`config.mk`:
```
export PLATFORM = sky130hd
export DESIGN_NAME = beam_search_graph_walk
export DESIGN_NICKNAME = d
export VERILOG_FILES = /design/src/hdl/bsgw_pkg.sv /design/src/hdl/beam_search_graph_walk.sv /design/src/hdl/bsgw_cell.sv /design/src/hdl/bsgw_ctrl.sv
export SDC_FILE = /design/constraint.sdc
export NUM_CORES = 1
export LEC_CHECK = 0
export ABC_AREA = 1
export BUFFER_PORTS_ARGS = -buffer_cell sky130_fd_sc_hd__buf_2
export CAP_MARGIN = 15
export CORE_MARGIN = 8
export CORE_UTILIZATION = 51
export DETAILED_ROUTE_END_ITERATION = 8
export GPL_ROUTABILITY_DRIVEN = 0
export HOLD_SLACK_MARGIN = 0.1
export PLACE_DENSITY = 0.69
export SETUP_SLACK_MARGIN = 0.02
export SLEW_MARGIN = 10
export SYNTH_ARGS = -nofsm -noshare
export SYNTH_HDL_FRONTEND = slang
export SYNTH_SLANG_ARGS = --single-unit
```
`constraint.sdc`:
```
create_clock -name i_clk -period 9.3 [get_ports i_clk]
set_input_delay 0.465 -clock i_clk [delete_from_list [all_inputs] [get_ports i_clk]]
set_output_delay 0.465 -clock i_clk [all_outputs]
set_load 0.03 [all_outputs]
```
`src/hdl/bsgw_pkg.sv`:
```
package bsgw_pkg;

    // Default sizing of the vertex store and the heuristic words.
    localparam int MAX_VERTICES_DEF   = 16;
    localparam int HEURISTIC_BITS_DEF = 8;

    // Widths that cover the whole supported range of MAX_VERTICES (up to 64).
    localparam int LIM_IDX_W = 6;
    localparam int LIM_CNT_W = 7;

    // Field widths of the stream payloads and the configuration port.
    localparam int VERTEX_W = 4;
    localparam int OP_W     = 2;
    localparam int WEIGHT_W = 8;
    localparam int HVAL_W   = 8;
    localparam int STATUS_W = 2;
    localparam int CFG_W    = 5;
    localparam int CFG_IDX_W = 2;

    // Operation codes carried in the input tuser.
    localparam logic [OP_W-1:0] OP_LOAD_EDGE = 2'd0;
    localparam logic [OP_W-1:0] OP_LOAD_HEUR = 2'd1;
    localparam logic [OP_W-1:0] OP_RUN       = 2'd2;

    // Status codes carried in the output tuser.
    localparam logic [STATUS_W-1:0] STAT_EXPANDING = 2'd0;
    localparam logic [STATUS_W-1:0] STAT_FOUND     = 2'd1;
    localparam logic [STATUS_W-1:0] STAT_NOT_FOUND = 2'd2;

    // Configuration register indexes.
    localparam logic [CFG_IDX_W-1:0] CFG_START_VERTEX = 2'd0;
    localparam logic [CFG_IDX_W-1:0] CFG_GOAL_VERTEX  = 2'd1;
    localparam logic [CFG_IDX_W-1:0] CFG_BEAM_WIDTH   = 2'd2;
    localparam logic [CFG_IDX_W-1:0] CFG_VERTEX_COUNT = 2'd3;

    // Sequencer states.
    typedef enum logic [1:0] {
        ST_IDLE,
        ST_SELECT,
        ST_EXPAND
    } t_state;

    // Command broadcast from the sequencer to every vertex cell.
    typedef struct packed {
        logic                  clear;
        logic                  seed;
        logic [LIM_IDX_W-1:0]  seed_idx;
        logic                  take;
        logic [LIM_IDX_W-1:0]  take_idx;
        logic                  expand;
        logic [LIM_IDX_W-1:0]  expand_idx;
        logic [LIM_CNT_W-1:0]  used;
        logic                  load_edge;
        logic                  load_heur;
        logic [VERTEX_W-1:0]   load_row;
        logic [VERTEX_W-1:0]   load_col;
        logic                  edge_set;
        logic [HVAL_W-1:0]     heur_val;
    } t_cell_cmd;

endpackage

```
`src/hdl/beam_search_graph_walk.sv`:
```
// Channel   Direction  Transfer carries
// s_axis    in         one load item (edge or heuristic) or one run request
// m_axis    out        one expanded vertex, or the not-found result; tlast ends a run
// cfg       in         one register write, no handshake
//
// A run picks each vertex from the queue by a token that ripples through the row of
// vertex cells, expands the picked vertices one at a time, and makes one more token
// pass in each round that ends short of the beam width, the final check of an empty
// queue included. A stalled output holds expansion; items are taken only while
// no run is active. Reset clears flags and sets the configuration to its defaults;
// the adjacency and heuristic stores hold no defined value until written.
module beam_search_graph_walk import bsgw_pkg::*; #(
    parameter int MAX_VERTICES   = MAX_VERTICES_DEF,
    parameter int HEURISTIC_BITS = HEURISTIC_BITS_DEF
) (
    input  logic                 i_clk,
    input  logic                 i_rst_n,
    input  logic                 i_cfg_we,
    input  logic [CFG_IDX_W-1:0] i_cfg_index,
    input  logic [CFG_W-1:0]     i_cfg_wdata,
    input  logic                 i_s_axis_tvalid,
    output logic                 o_s_axis_tready,
    // vertex_index[3:0], neighbor_index[7:4], edge_weight[15:8], heuristic_value[23:16]
    input  logic [23:0]          i_s_axis_tdata,
    // operation[1:0]
    input  logic [OP_W-1:0]      i_s_axis_tuser,
    output logic                 o_m_axis_tvalid,
    input  logic                 i_m_axis_tready,
    // expanded_vertex[3:0], zero[7:4]
    output logic [7:0]           o_m_axis_tdata,
    // status[1:0]
    output logic [STATUS_W-1:0]  o_m_axis_tuser,
    output logic                 o_m_axis_tlast
);

    localparam int IDX_W = $clog2(MAX_VERTICES);

    t_cell_cmd                 cmd;
    logic                      tok_valid [MAX_VERTICES];
    logic [HEURISTIC_BITS-1:0] tok_h     [MAX_VERTICES];
    logic [IDX_W-1:0]          tok_idx   [MAX_VERTICES];
    logic [VERTEX_W-1:0]       m_vertex;

    // Sequencer.
    bsgw_ctrl #(
        .MAX_VERTICES (MAX_VERTICES)
    ) u_ctrl (
        .i_clk        (i_clk),
        .i_rst_n      (i_rst_n),
        .i_cfg_we     (i_cfg_we),
        .i_cfg_index  (i_cfg_index),
        .i_cfg_wdata  (i_cfg_wdata),
        .i_s_valid    (i_s_axis_tvalid),
        .o_s_ready    (o_s_axis_tready),
        .i_s_op       (i_s_axis_tuser),
        .i_s_vertex   (i_s_axis_tdata[3:0]),
        .i_s_neighbor (i_s_axis_tdata[7:4]),
        .i_s_weight   (i_s_axis_tdata[15:8]),
        .i_s_heur     (i_s_axis_tdata[23:16]),
        .i_tok_valid  (tok_valid[MAX_VERTICES-1]),
        .i_tok_idx    (tok_idx[MAX_VERTICES-1]),
        .o_cmd        (cmd),
        .o_m_valid    (o_m_axis_tvalid),
        .i_m_ready    (i_m_axis_tready),
        .o_m_vertex   (m_vertex),
        .o_m_status   (o_m_axis_tuser),
        .o_m_last     (o_m_axis_tlast)
    );

    assign o_m_axis_tdata = {4'b0, m_vertex};

    // Row of vertex cells; the best-candidate token moves one cell per cycle.
    for (genvar g = 0; g < MAX_VERTICES; g++) begin : g_cell
        if (g == 0) begin : g_head
            bsgw_cell #(
                .MAX_VERTICES   (MAX_VERTICES),
                .HEURISTIC_BITS (HEURISTIC_BITS),
                .CELL_ID        (g)
            ) u_cell (
                .i_clk       (i_clk),
                .i_rst_n     (i_rst_n),
                .i_cmd       (cmd),
                .i_tok_valid (1'b0),
                .i_tok_h     ('0),
                .i_tok_idx   ('0),
                .o_tok_valid (tok_valid[g]),
                .o_tok_h     (tok_h[g]),
                .o_tok_idx   (tok_idx[g])
            );
        end else begin : g_body
            bsgw_cell #(
                .MAX_VERTICES   (MAX_VERTICES),
                .HEURISTIC_BITS (HEURISTIC_BITS),
                .CELL_ID        (g)
            ) u_cell (
                .i_clk       (i_clk),
                .i_rst_n     (i_rst_n),
                .i_cmd       (cmd),
                .i_tok_valid (tok_valid[g-1]),
                .i_tok_h     (tok_h[g-1]),
                .i_tok_idx   (tok_idx[g-1]),
                .o_tok_valid (tok_valid[g]),
                .o_tok_h     (tok_h[g]),
                .o_tok_idx   (tok_idx[g])
            );
        end
    end

endmodule

```
`src/hdl/bsgw_cell.sv`:
```
module bsgw_cell import bsgw_pkg::*; #(
    parameter int MAX_VERTICES   = MAX_VERTICES_DEF,
    parameter int HEURISTIC_BITS = HEURISTIC_BITS_DEF,
    parameter int CELL_ID        = 0,
    localparam int IDX_W         = $clog2(MAX_VERTICES)
) (
    input  logic                      i_clk,
    input  logic                      i_rst_n,
    input  t_cell_cmd                 i_cmd,
    input  logic                      i_tok_valid,
    input  logic [HEURISTIC_BITS-1:0] i_tok_h,
    input  logic [IDX_W-1:0]          i_tok_idx,
    output logic                      o_tok_valid,
    output logic [HEURISTIC_BITS-1:0] o_tok_h,
    output logic [IDX_W-1:0]          o_tok_idx
);

    // Heuristic of this vertex and its incoming edges (one bit per source row).
    logic [HEURISTIC_BITS-1:0] r_heur;
    logic [MAX_VERTICES-1:0]   r_col;
    logic                      r_queued;
    logic                      r_visited;
    logic                      r_tok_valid;
    logic [HEURISTIC_BITS-1:0] r_tok_h;
    logic [IDX_W-1:0]          r_tok_idx;

    logic        n_queued;
    logic        n_visited;
    logic        in_use;
    logic        is_mine_seed;
    logic        is_mine_take;
    logic        fresh;
    logic        own_wins;
    logic [31:0] row32;
    logic [31:0] exp32;
    logic [31:0] hv32;

    assign in_use       = 32'(CELL_ID) < 32'(i_cmd.used);
    assign is_mine_seed = 32'(i_cmd.seed_idx) == 32'(CELL_ID);
    assign is_mine_take = 32'(i_cmd.take_idx) == 32'(CELL_ID);
    assign row32        = 32'(i_cmd.load_row);
    assign exp32        = 32'(i_cmd.expand_idx);
    assign hv32         = 32'(i_cmd.heur_val);

    // An expanded vertex reaches this one when it has an edge here.
    assign fresh = i_cmd.expand && in_use && !r_visited && r_col[exp32[IDX_W-1:0]];

    // Queue and visited flags of this vertex.
    always_comb begin
        n_queued  = r_queued;
        n_visited = r_visited;
        if (i_cmd.clear) begin
            n_queued  = i_cmd.seed && is_mine_seed;
            n_visited = i_cmd.seed && is_mine_seed;
        end else if (i_cmd.take && is_mine_take) begin
            n_queued = 1'b0;
        end else if (fresh) begin
            n_queued  = 1'b1;
            n_visited = 1'b1;
        end
    end

    // Strictly lower heuristic wins; on a tie the lower index upstream keeps the token.
    assign own_wins = r_queued && (!i_tok_valid || (r_heur < i_tok_h));

    always_ff @(posedge i_clk) begin
        if (!i_rst_n) begin
            r_queued    <= 1'b0;
            r_visited   <= 1'b0;
            r_tok_valid <= 1'b0;
        end else begin
            r_queued    <= n_queued;
            r_visited   <= n_visited;
            r_tok_valid <= i_tok_valid || r_queued;
        end
    end

    // Store writes and the best-candidate token handed to the next cell.
    always_ff @(posedge i_clk) begin
        if (i_cmd.load_heur && (32'(i_cmd.load_row) == 32'(CELL_ID))) begin
            r_heur <= hv32[HEURISTIC_BITS-1:0];
        end
        if (i_cmd.load_edge && (32'(i_cmd.load_col) == 32'(CELL_ID))) begin
            r_col[row32[IDX_W-1:0]] <= i_cmd.edge_set;
        end
        if (own_wins) begin
            r_tok_h   <= r_heur;
            r_tok_idx <= IDX_W'(CELL_ID);
        end else begin
            r_tok_h   <= i_tok_h;
            r_tok_idx <= i_tok_idx;
        end
    end

    assign o_tok_valid = r_tok_valid;
    assign o_tok_h     = r_tok_h;
    assign o_tok_idx   = r_tok_idx;

endmodule

```
`src/hdl/bsgw_ctrl.sv`:
```
module bsgw_ctrl import bsgw_pkg::*; #(
    parameter int MAX_VERTICES = MAX_VERTICES_DEF,
    localparam int IDX_W       = $clog2(MAX_VERTICES),
    localparam int CNT_W       = $clog2(MAX_VERTICES + 1)
) (
    input  logic                  i_clk,
    input  logic                  i_rst_n,
    input  logic                  i_cfg_we,
    input  logic [CFG_IDX_W-1:0]  i_cfg_index,
    input  logic [CFG_W-1:0]      i_cfg_wdata,
    input  logic                  i_s_valid,
    output logic                  o_s_ready,
    input  logic [OP_W-1:0]       i_s_op,
    input  logic [VERTEX_W-1:0]   i_s_vertex,
    input  logic [VERTEX_W-1:0]   i_s_neighbor,
    input  logic [WEIGHT_W-1:0]   i_s_weight,
    input  logic [HVAL_W-1:0]     i_s_heur,
    input  logic                  i_tok_valid,
    input  logic [IDX_W-1:0]      i_tok_idx,
    output t_cell_cmd             o_cmd,
    output logic                  o_m_valid,
    input  logic                  i_m_ready,
    output logic [VERTEX_W-1:0]   o_m_vertex,
    output logic [STATUS_W-1:0]   o_m_status,
    output logic                  o_m_last
);

    localparam int WAIT_W = $clog2(MAX_VERTICES + 1);

    // Configuration registers.
    logic [VERTEX_W-1:0] r_start;
    logic [VERTEX_W-1:0] r_goal;
    logic [CFG_W-1:0]    r_beam;
    logic [CFG_W-1:0]    r_vcount;

    t_state               r_state;
    t_state               n_state;
    logic [WAIT_W-1:0]    r_wait;
    logic [WAIT_W-1:0]    n_wait;
    logic [CNT_W-1:0]     r_cnt;
    logic [CNT_W-1:0]     n_cnt;
    logic [CNT_W-1:0]     r_j;
    logic [CNT_W-1:0]     n_j;
    logic [IDX_W-1:0]     r_taken [MAX_VERTICES];
    logic                 taken_we;

    logic                 r_out_valid;
    logic [VERTEX_W-1:0]  r_out_vertex;
    logic [STATUS_W-1:0]  r_out_status;
    logic                 r_out_last;
    logic                 out_load;
    logic [VERTEX_W-1:0]  n_out_vertex;
    logic [STATUS_W-1:0]  n_out_status;
    logic                 n_out_last;

    logic                 accept;
    logic                 out_free;
    logic                 tok_done;
    logic                 round_full;
    logic                 last_j;
    logic                 is_goal;
    logic [IDX_W-1:0]     cur_v;
    logic [31:0]          cur_v32;
    logic [CFG_W-1:0]     bw_eff;
    logic [LIM_CNT_W-1:0] used;
    t_cell_cmd            cmd;

    // Effective beam width and vertex count after clamping.
    assign bw_eff = (r_beam == '0) ? CFG_W'(1) : r_beam;
    always_comb begin
        if (r_vcount == '0) begin
            used = LIM_CNT_W'(1);
        end else if (32'(r_vcount) > MAX_VERTICES) begin
            used = LIM_CNT_W'(MAX_VERTICES);
        end else begin
            used = LIM_CNT_W'(r_vcount);
        end
    end

    assign o_s_ready  = (r_state == ST_IDLE);
    assign accept     = i_s_valid && o_s_ready;
    assign out_free   = !r_out_valid || i_m_ready;
    assign tok_done   = (32'(r_wait) == MAX_VERTICES);
    assign round_full = (32'(r_cnt) + 32'd1) >= 32'(bw_eff);
    assign last_j     = (32'(r_j) + 32'd1) == 32'(r_cnt);
    assign cur_v      = r_taken[r_j[IDX_W-1:0]];
    assign cur_v32    = 32'(cur_v);
    assign is_goal    = cur_v32 == 32'(r_goal);

    // Next state.
    always_comb begin
        n_state = r_state;
        unique case (r_state)
            ST_IDLE: begin
                if (accept && (i_s_op == OP_RUN)) begin
                    n_state = ST_SELECT;
                end
            end
            ST_SELECT: begin
                if (tok_done) begin
                    if (i_tok_valid) begin
                        n_state = round_full ? ST_EXPAND : ST_SELECT;
                    end else if (r_cnt == '0) begin
                        n_state = out_free ? ST_IDLE : ST_SELECT;
                    end else begin
                        n_state = ST_EXPAND;
                    end
                end
            end
            ST_EXPAND: begin
                if (out_free) begin
                    if (is_goal) begin
                        n_state = ST_IDLE;
                    end else if (last_j) begin
                        n_state = ST_SELECT;
                    end
                end
            end
            default: n_state = ST_IDLE;
        endcase
    end

    // Commands to the cells, counters and the result register.
    always_comb begin
        cmd          = '0;
        cmd.used     = used;
        n_wait       = (32'(r_wait) < MAX_VERTICES) ? (r_wait + 1'b1) : r_wait;
        n_cnt        = r_cnt;
        n_j          = r_j;
        taken_we     = 1'b0;
        out_load     = 1'b0;
        n_out_vertex = r_out_vertex;
        n_out_status = r_out_status;
        n_out_last   = r_out_last;
        unique case (r_state)
            ST_IDLE: begin
                if (accept) begin
                    unique case (i_s_op)
                        OP_LOAD_EDGE: begin
                            cmd.load_edge = (32'(i_s_vertex) < MAX_VERTICES)
                                && (32'(i_s_neighbor) < MAX_VERTICES);
                            cmd.load_row  = i_s_vertex;
                            cmd.load_col  = i_s_neighbor;
                            cmd.edge_set  = (i_s_weight != '0);
                        end
                        OP_LOAD_HEUR: begin
                            cmd.load_heur = (32'(i_s_vertex) < MAX_VERTICES);
                            cmd.load_row  = i_s_vertex;
                            cmd.heur_val  = i_s_heur;
                        end
                        OP_RUN: begin
                            cmd.clear    = 1'b1;
                            cmd.seed     = 32'(r_start) < 32'(used);
                            cmd.seed_idx = LIM_IDX_W'(r_start);
                            n_wait       = '0;
                            n_cnt        = '0;
                        end
                        default: ;
                    endcase
                end
            end
            ST_SELECT: begin
                if (tok_done) begin
                    if (i_tok_valid) begin
                        cmd.take     = 1'b1;
                        cmd.take_idx = LIM_IDX_W'(i_tok_idx);
                        taken_we     = 1'b1;
                        n_cnt        = r_cnt + 1'b1;
                        n_wait       = '0;
                        n_j          = '0;
                    end else if (r_cnt == '0) begin
                        if (out_free) begin
                            out_load     = 1'b1;
                            n_out_vertex = '0;
                            n_out_status = STAT_NOT_FOUND;
                            n_out_last   = 1'b1;
                        end
                    end else begin
                        n_j = '0;
                    end
                end
            end
            ST_EXPAND: begin
                if (out_free) begin
                    out_load     = 1'b1;
                    n_out_vertex = cur_v32[VERTEX_W-1:0];
                    if (is_goal) begin
                        n_out_status = STAT_FOUND;
                        n_out_last   = 1'b1;
                    end else begin
                        n_out_status   = STAT_EXPANDING;
                        n_out_last     = 1'b0;
                        cmd.expand     = 1'b1;
                        cmd.expand_idx = LIM_IDX_W'(cur_v);
                        if (last_j) begin
                            n_cnt  = '0;
                            n_wait = '0;
                        end else begin
                            n_j = r_j + 1'b1;
                        end
                    end
                end
            end
            default: ;
        endcase
    end

    assign o_cmd = cmd;

    // Control registers.
    always_ff @(posedge i_clk) begin
        if (!i_rst_n) begin
            r_state     <= ST_IDLE;
            r_wait      <= '0;
            r_cnt       <= '0;
            r_j         <= '0;
            r_out_valid <= 1'b0;
            r_start     <= '0;
            r_goal      <= '0;
            r_beam      <= CFG_W'(2);
            r_vcount    <= CFG_W'(16);
        end else begin
            r_state <= n_state;
            r_wait  <= n_wait;
            r_cnt   <= n_cnt;
            r_j     <= n_j;
            if (out_load) begin
                r_out_valid <= 1'b1;
            end else if (i_m_ready) begin
                r_out_valid <= 1'b0;
            end
            if (i_cfg_we) begin
                unique case (i_cfg_index)
                    CFG_START_VERTEX: r_start  <= i_cfg_wdata[VERTEX_W-1:0];
                    CFG_GOAL_VERTEX:  r_goal   <= i_cfg_wdata[VERTEX_W-1:0];
                    CFG_BEAM_WIDTH:   r_beam   <= i_cfg_wdata;
                    CFG_VERTEX_COUNT: r_vcount <= i_cfg_wdata;
                    default: ;
                endcase
            end
        end
    end

    // Result payload and the list of vertices taken this round.
    always_ff @(posedge i_clk) begin
        if (out_load) begin
            r_out_vertex <= n_out_vertex;
            r_out_status <= n_out_status;
            r_out_last   <= n_out_last;
        end
        if (taken_we) begin
            r_taken[r_cnt[IDX_W-1:0]] <= i_tok_idx;
        end
    end

    assign o_m_valid  = r_out_valid;
    assign o_m_vertex = r_out_vertex;
    assign o_m_status = r_out_status;
    assign o_m_last   = r_out_last;

    // A final result always returns the sequencer to idle.
    a_last_ends_run: assert property (@(posedge i_clk) disable iff (!i_rst_n)
        out_load && n_out_last |=> r_state == ST_IDLE)
        else $error("final result loaded but run did not end");

    // No more picks than vertices in a round.
    a_cnt_bound: assert property (@(posedge i_clk) disable iff (!i_rst_n)
        32'(r_cnt) <= MAX_VERTICES)
        else $error("pick count beyond vertex count");

    // Expansion walks only through vertices that were taken.
    a_expand_index: assert property (@(posedge i_clk) disable iff (!i_rst_n)
        r_state == ST_EXPAND |-> r_j < r_cnt)
        else $error("expansion index beyond taken list");

    // A pick never happens before the token chain has settled.
    a_pick_settled: assert property (@(posedge i_clk) disable iff (!i_rst_n)
        cmd.take |-> tok_done && r_state == ST_SELECT)
        else $error("pick from an unsettled token chain");

endmodule

```
==> impl_metrics.tcl, run 1 <==
set metrics [dict create \
    instances_no_fill 4015 \
    routed_wl_um 77700 \
    clk_latency_ps 620 \
    period_share_pct 55.7 \
    initial_utilization_pct 51.6 \
    cts-htree-levels 3 \
    busiest_layer "met2" \
    yosysUniqueCellTypes 44 \
    use_met2_pct 37.6 \
    synth_compound_area_share_pct 6.38 \
    routed-via-count 22600 \
    slew_viol_final 0 \
    final_cell_mix "nand2_1, edfxtp_1, nor2_1" \
    n_antenna_cell 0 \
    ant_nets 0 \
    dp.cells 3878 \
    use_met1_pct 28.5 \
    tightest_slew_ps 1250 \
    synth-edff-count 455 \
    drc_errors 0 \
    final_nets 3343 \
    slew_headroom_pct 16.4 \
    cellLeakagePower_nw 13.1 \
    core_area_sq_um 59100 \
    syn_to_final_growth_pct 10.8 \
    endpoint_kind "flop" \
    maxCapViolations 0 \
    cts_setup_buffers 0 \
    first_pass_iters 8 \
    p_per_area_nw_per_um2 262 \
    synth-simple-area-share_pct 20.5 \
    max_freq_mhz 193 \
    final_common_cell "nand2_1" \
    die_area_sq_um 68000 \
    avgViaCountPerCell 5.64 \
    die_y_um 261 \
    grt_max_degree 132 \
    holdWs_ps 211 \
    synth_adder_area_share_pct 5.08 \
    critPathMaxFanout 60 \
    p_clk_share_pct 33.2 \
    synth-seq-cells 712 \
    synth_top_family_by_area "simple AND/OR/NAND/NOR gates" \
    p_int_w 0.00616 \
    start_kind "flop" \
    timing_hold_violations_final 0 \
    async_flop_share_pct 0 \
    rsz0062_at_grt "false" \
    num-fill-cells 4941 \
    cts.root.buffer_cell "clkbuf_16" \
    synthFlopType "edfxtp_1" \
    grt_pass1_vias 22000 \
    dp_hpwl_um 49200 \
    p_comb_share_pct 21.8 \
    netSwitchingPower_w 0.00270 \
    hold_buffers 0 \
    finalSetupViolCount 0 \
    antenna_found_initial 1 \
    cts.sinks 712 \
    grt_pass1_wl_um 120000 \
    synth_xor_area_share_pct 0.287 \
    switching_share_pct 30.5 \
    grt_remaining_overflow 0 \
    post-place-ws_ps 4210 \
    grtUsageTotal_pct 22.6 \
    std_cell_rows 89 \
    fin_tns_setup_ps 0 \
    drive_gt1_share_pct 7.68 \
    seq_area_frac_synth_pct 61.6 \
    cp_data_required_time_ps 9830 \
    die_x_um 261 \
    avgSynthCellArea_sq_um 9.68 \
    status "finished, final reports clean" \
    irDropWorstVdd_uv 129 \
    io_pins 51 \
    worstSetupPathType "reg -> reg" \
    netlist_area_sq_um 30500 \
    synthMuxAreaShare_pct 0 \
    drt-initial-drc-count 2331 \
    fin_ws_ps 4120 \
    seqPwrFrac_pct 45.0 \
    syn_inst 3155 \
    cts_tree "yes" \
    wl_per_cell_um 19.3 \
    hold_path_class "in -> reg" \
    period_needed_ps 5180 \
    finalPower_w 0.00886 \
    ctsResizeCount 0 \
    clockBufferDepth 3 \
    arrival_ps 5710 \
    cts-buffers-inserted 73 \
    grt_util_met3_pct 4.49 \
    synth_warnings 0 \
    place.port_buffers 46 \
    fin_skew_ps 23.6 \
    cts.clk_slew.worst_paths_ps 70 \
]
cell families after synthesis:
family,count (synthesis)
AO/OA/AOI/OAI,359
XOR/XNOR,10
adder cells (fa/ha/maj),124
buffers and inverters,452
flip-flops,712
other,1
AND/OR/NAND/NOR,1497
final timing paths:
check,cells past startpoint,to,slack [ps],startpoint
max reg2reg,24,g_cell[7].g_body.u_cell.r_queued$_SDFFE_PN0P_,4120,flop
min,3,u_ctrl.r_beam[1]$_SDFFE_PN1P_,210,i_cfg_index[0]
min reg2reg,2,g_cell[5].g_body.u_cell.o_tok_idx[1]$_SDFF_PP0_,410,g_cell[4].g_body.u_cell.o_tok_idx[1]$_SDFF_PP0_
max,24,g_cell[7].g_body.u_cell.r_queued$_SDFFE_PN0P_,4120,flop
critical path, cell delays in order (launching register included):
cell and delay (ps):
dfxtp_1 310, buf_4 320, inv_4 200, nand2_1 110, nand2_1 50, nand2_1 60
nand3_1 100, nand3_1 140, nand2_2 50, buf_4 280, nand2_1 120, nand2_1 50
nand2_1 60, inv_2 30, nand2_2 500, nand3_4 730, inv_2 1040, nand2_1 110
nand3_1 120, nand3_1 100, nand3_1 150, nand3_1 100, nand2_1 90, nand2_1 80
a21oi_1 140
sequential cells by signal, indices dropped and copies added, names as in the netlist, 8 cells and up, named ones only:
| register | cells |
|---|---|
| g_cell.g_body.u_cell.r_col | 240 |
| g_cell.g_body.u_cell.r_heur | 120 |
| g_cell.g_body.u_cell.o_tok_h | 112 |
| u_ctrl.r_taken | 64 |
| g_cell.g_body.u_cell.o_tok_idx | 49 |
| g_cell.g_head.u_cell.r_col | 16 |
| g_cell.g_body.u_cell.o_tok_valid | 15 |
| g_cell.g_body.u_cell.r_queued | 15 |
| g_cell.g_body.u_cell.r_visited | 15 |
| g_cell.g_head.u_cell.o_tok_h | 8 |
| g_cell.g_head.u_cell.r_heur | 8 |
synth_stat cells (14+ instances only):
| cell type | instances | area (sq um) |
|---|---|---|
| nand2_1 | 646 | 2420 |
| edfxtp_1 | 455 | 13700 |
| nor2_1 | 441 | 1660 |
| nand3_1 | 315 | 1580 |
| inv_1 | 310 | 1160 |
| dfxtp_1 | 257 | 5140 |
| o21ai_0 | 155 | 776 |
| a21oi_1 | 146 | 731 |
| ha_1 | 124 | 1550 |
| clkbuf_1 | 73 | 274 |
| nand4_1 | 37 | 231 |
| buf_2 | 26 | 130 |
| buf_4 | 24 | 180 |
| or2_2 | 22 | 138 |
| nor3_1 | 20 | 100 |
| a211oi_1 | 14 | 105 |
power by group through the flow:
stage	sequential [W]	clock (W)	combinational [W]
finish	0.00399	0.00295	0.00193
global route	0.00403	0.00310	0.00218
CTS	0.00399	0.00299	0.00192
detailed placement	0.00405	0	0.00190
global placement	0.00405	0	0.00182
floorplan	0.00402	0	0.00136
area by class of cell:
cell class | count | area, sq um | share of cell area, %
clock buffer | 103 | 2130 | 6.30
timing repair buffer | 80 | 483 | 1.43
clock inverter | 33 | 319 | 0.943
sequential | 712 | 18800 | 55.6
tap | 773 | 967 | 2.86
multi-input combinational | 1994 | 9910 | 29.3
inverter | 320 | 1210 | 3.57
metrics by stage:
step,area [sq um],utilization [%]
floorplan,30600,-
global placement,31400,53.1
finish,33800,57.2
CTS,33800,57.2
detailed placement,31400,53.1
global route,33800,57.2
metal layers:
| metal | wire (um) | vias to the layer above | part of all wire [%] |
|---|---|---|---|
| met5 | 0 | - | 0 |
| met4 | 3220 | 0 | 4.1 |
| met3 | 7320 | 206 | 9.4 |
| met2 | 36500 | 1037 | 47 |
| met1 | 30600 | 10800 | 39 |
| li1 | - | 10600 | - |
Power figures use the tool's default switching activity.
==> inputs of run 2 (changes only) <==
- ABC_AREA: 1 -> 0
- PLACE_DENSITY: 0.69 -> 0.67
- clock period: 9.3 -> 5.2 ns (I/O delays scaled with it)
==> impl_metrics.tcl, run 2 <==
set metrics [dict create \
    status "finished, final reports clean" \
    synth_most_common_cell "edfxtp_1" \
    switching_share_pct 21.1 \
    endpoint_kind "flop" \
    clk_latency_ps 630 \
    p_clk_share_pct 43.9 \
    cellLeakagePower_nw 12.5 \
    final_cell_mix "edfxtp_1, nor2_1, dfxtp_1" \
    antenna_found_initial 0 \
    r2r_setup_slack_ps 730 \
    met3_length_um 6700 \
    netlist_area_sq_um 30600 \
    seqCellArea_sq_um 18800 \
    finalPower_w 0.0118 \
    p_int_w 0.00928 \
    place.port_buffers 46 \
    r2r_end "g_cell[13].g_body.u_cell.r_queued$_SDFFE_PN0P_" \
    cts.root.buffer_cell "clkbuf_16" \
    grt_pass1_wl_um 120000 \
    tightest_slew_ps 1250 \
    critPathMaxFanout 28 \
    seqPwrFrac_pct 52.3 \
    clockBufferDepth 3 \
    n_antenna_cell 0 \
    async_flop_share_pct 0 \
    drt-met1-wl_um 31400 \
    period_needed_ps 4470 \
    std_cell_rows 90 \
    grt_pass1_vias 20700 \
    finalSetupViolCount 0 \
    cp_data_required_time_ps 5690 \
    multi_input_area_sq_um 10800 \
    routed-via-count 20400 \
    routed_wl_um 77600 \
    dp_hpwl_um 51700 \
    cts-buffers-inserted 73 \
    grt_remaining_overflow 0 \
    num-fill-cells 4864 \
    critPathMaxStageDelay_ps 790 \
    syn_to_final_growth_pct 11.7 \
    fin_skew_ps 35.0 \
    drt-initial-drc-count 2258 \
    drc_errors 0 \
    dp.cells 3323 \
    worstSetupPathType "reg -> reg" \
    drive_gt1_share_pct 14.3 \
    p_per_area_nw_per_um2 344 \
    ant_nets 0 \
    cts_setup_buffers 0 \
    start_kind "flop" \
    slew_headroom_pct 16.3 \
    first_pass_iters 6 \
    yosysUniqueCellTypes 89 \
    yosysTopAreaCell "edfxtp_1" \
    grt_max_degree 164 \
    period_share_pct 85.9 \
    wl_per_cell_um 22.4 \
    synth_top_area_share_pct 44.6 \
    wl_met2_um 35500 \
    io_pins 51 \
    arrival_ps 4960 \
    ys_top_cells_by_area "edfxtp_1, dfxtp_1, ha_1, nor2_1, mux2_2" \
    seq_area_frac_synth_pct 61.4 \
    die_x_um 261 \
    synth-seq-cells 712 \
    fin_tns_setup_ps 0 \
    max_freq_mhz 224 \
    slew_viol_final 0 \
    final_nets 2787 \
    post-route-util_pct 57.1 \
    synth-edff-count 455 \
    hold_buffers 8 \
    largest_reg_flops 240 \
    endpoint "g_cell[13].g_body.u_cell.r_queued$_SDFFE_PN0P_" \
    timing_hold_violations_final 0 \
    synth_warnings 0 \
    netSwitchingPower_w 0.00249 \
    rsz0062_at_grt "false" \
    p_comb_share_pct 3.9 \
    final_common_cell "edfxtp_1" \
    core_area_sq_um 59900 \
    cts.clk_slew.worst_paths_ps 60 \
    cts.sinks 712 \
    grtUsageTotal_pct 22.8 \
    avgSynthCellArea_sq_um 11.9 \
    avgViaCountPerCell 5.90 \
    irDropWorstVdd_uv 225 \
    die_area_sq_um 68200 \
    highest_layer "met4" \
    ctsResizeCount 0 \
    netlist_top_cells_count "edfxtp_1, nor2_1, dfxtp_1" \
    hold_path_class "in -> reg" \
    crit_chain "buf_4, mux4_2, a22o_1, o21a_1, a211oi_2, o211ai_1, nand2_2, a221oi_1, a211o_1, and3_1, a221o_1" \
    cpMaxStageDelayCell "dfxtp_1" \
    synthFlopType "edfxtp_1" \
    die_y_um 261 \
    instances_no_fill 3465 \
    rr_worst_depth 11 \
    syn_inst 2565 \
    initial_utilization_pct 51.1 \
    maxCapViolations 0 \
    cts_tree "yes" \
    cts-htree-levels 3 \
]
## run 2: changes by cell type in the layout (fill, tap and decap cells not counted), sizes merged, moves of 49 or more
cell    previous run  this run
a21o               1       101
a21oi            146        81
inv              320       158
mux2               0       126
mux2i              0        77
nand2            649       153
nand2b             0        49
nand3            318        62
o21ai            159        73
## run 2: how the worst min path moves through the flow
| stage | startpoint | end | depth (start not counted) |
|---|---|---|---|
| after global placement | g_cell[2].g_body.u_cell.o_tok_idx[0]$_SDFF_PP0_ | g_cell[3].g_body.u_cell.o_tok_idx[0]$_SDFF_PP1_ | 1 |
| final | i_rst_n | g_cell[5].g_body.u_cell.r_queued$_SDFFE_PN0P_ | 3 |
| after global routing | i_rst_n | g_cell[5].g_body.u_cell.r_queued$_SDFFE_PN0P_ | 3 |
| after detailed placement | g_cell[8].g_body.u_cell.o_tok_idx[3]$_SDFF_PP1_ | g_cell[9].g_body.u_cell.o_tok_idx[3]$_SDFF_PP1_ | 1 |
| after floorplan | i_cfg_wdata[4] | u_ctrl.r_vcount[4]$_SDFFE_PN1P_ | 2 |
| after CTS | i_rst_n | g_cell[5].g_body.u_cell.r_queued$_SDFFE_PN0P_ | 3 |
## run 2: cell families (layout without fill, tap and decap cells)
| family | count (synthesis) | after routing | share of synthesized area [%] |
|---|---|---|---|
| simple gates | 796 | 796 | 11.6 |
| flops | 712 | 712 | 61.4 |
| compound gates | 422 | 422 | 9.66 |
| buf+inv | 280 | 395 | 3.66 |
| mux | 216 | 216 | 8.11 |
| fa+ha+maj | 124 | 124 | 5.06 |
| xor+xnor | 14 | 14 | 0.461 |
| other cells | 1 | 4 | 0.0122 |
## run 2: critical path: cells and delay by family, from the launching register on
family / cells / cell delay (ps)
compound gates: 7 / 1940
buf+inv: 1 / 280
flops: 1 / 790
mux: 1 / 500
simple gates: 2 / 810
## run 2: power groups by stage
stage                     clock, W  sequential, W  combinational [W]
after floorplan                  0        0.00625           0.000311
after global placement           0        0.00627           0.000432
after detailed placement         0        0.00627           0.000453
after CTS                  0.00523        0.00615           0.000459
after global routing       0.00546        0.00616           0.000508
final                      0.00516        0.00615           0.000457
## run 2: cell type report
cell class | instances | share of cell area (%)
clock inverters | 32 | 0.855
clock buffers | 101 | 6.00
well taps | 782 | 2.86
inverters | 154 | 1.69
multi-input cells | 1576 | 31.5
repair buffers | 108 | 2.15
flip-flops and latches | 712 | 54.9
## run 2: layer usage
layer	GRT usage, %	vias to the layer above
met5	0	-
met3	4.33	253
met4	11.1	0
li1	-	9291
met2	36.9	974
met1	29.4	9919
## run 2: stage by stage
step	cell area (sq um)	worst slack (ps)	hold slack (ps)
floorplan	30700	-280	385
global placement	31800	970	390
detailed placement	31800	777	392
CTS	34200	771	119
global route	34200	356	150
finish	34200	732	148
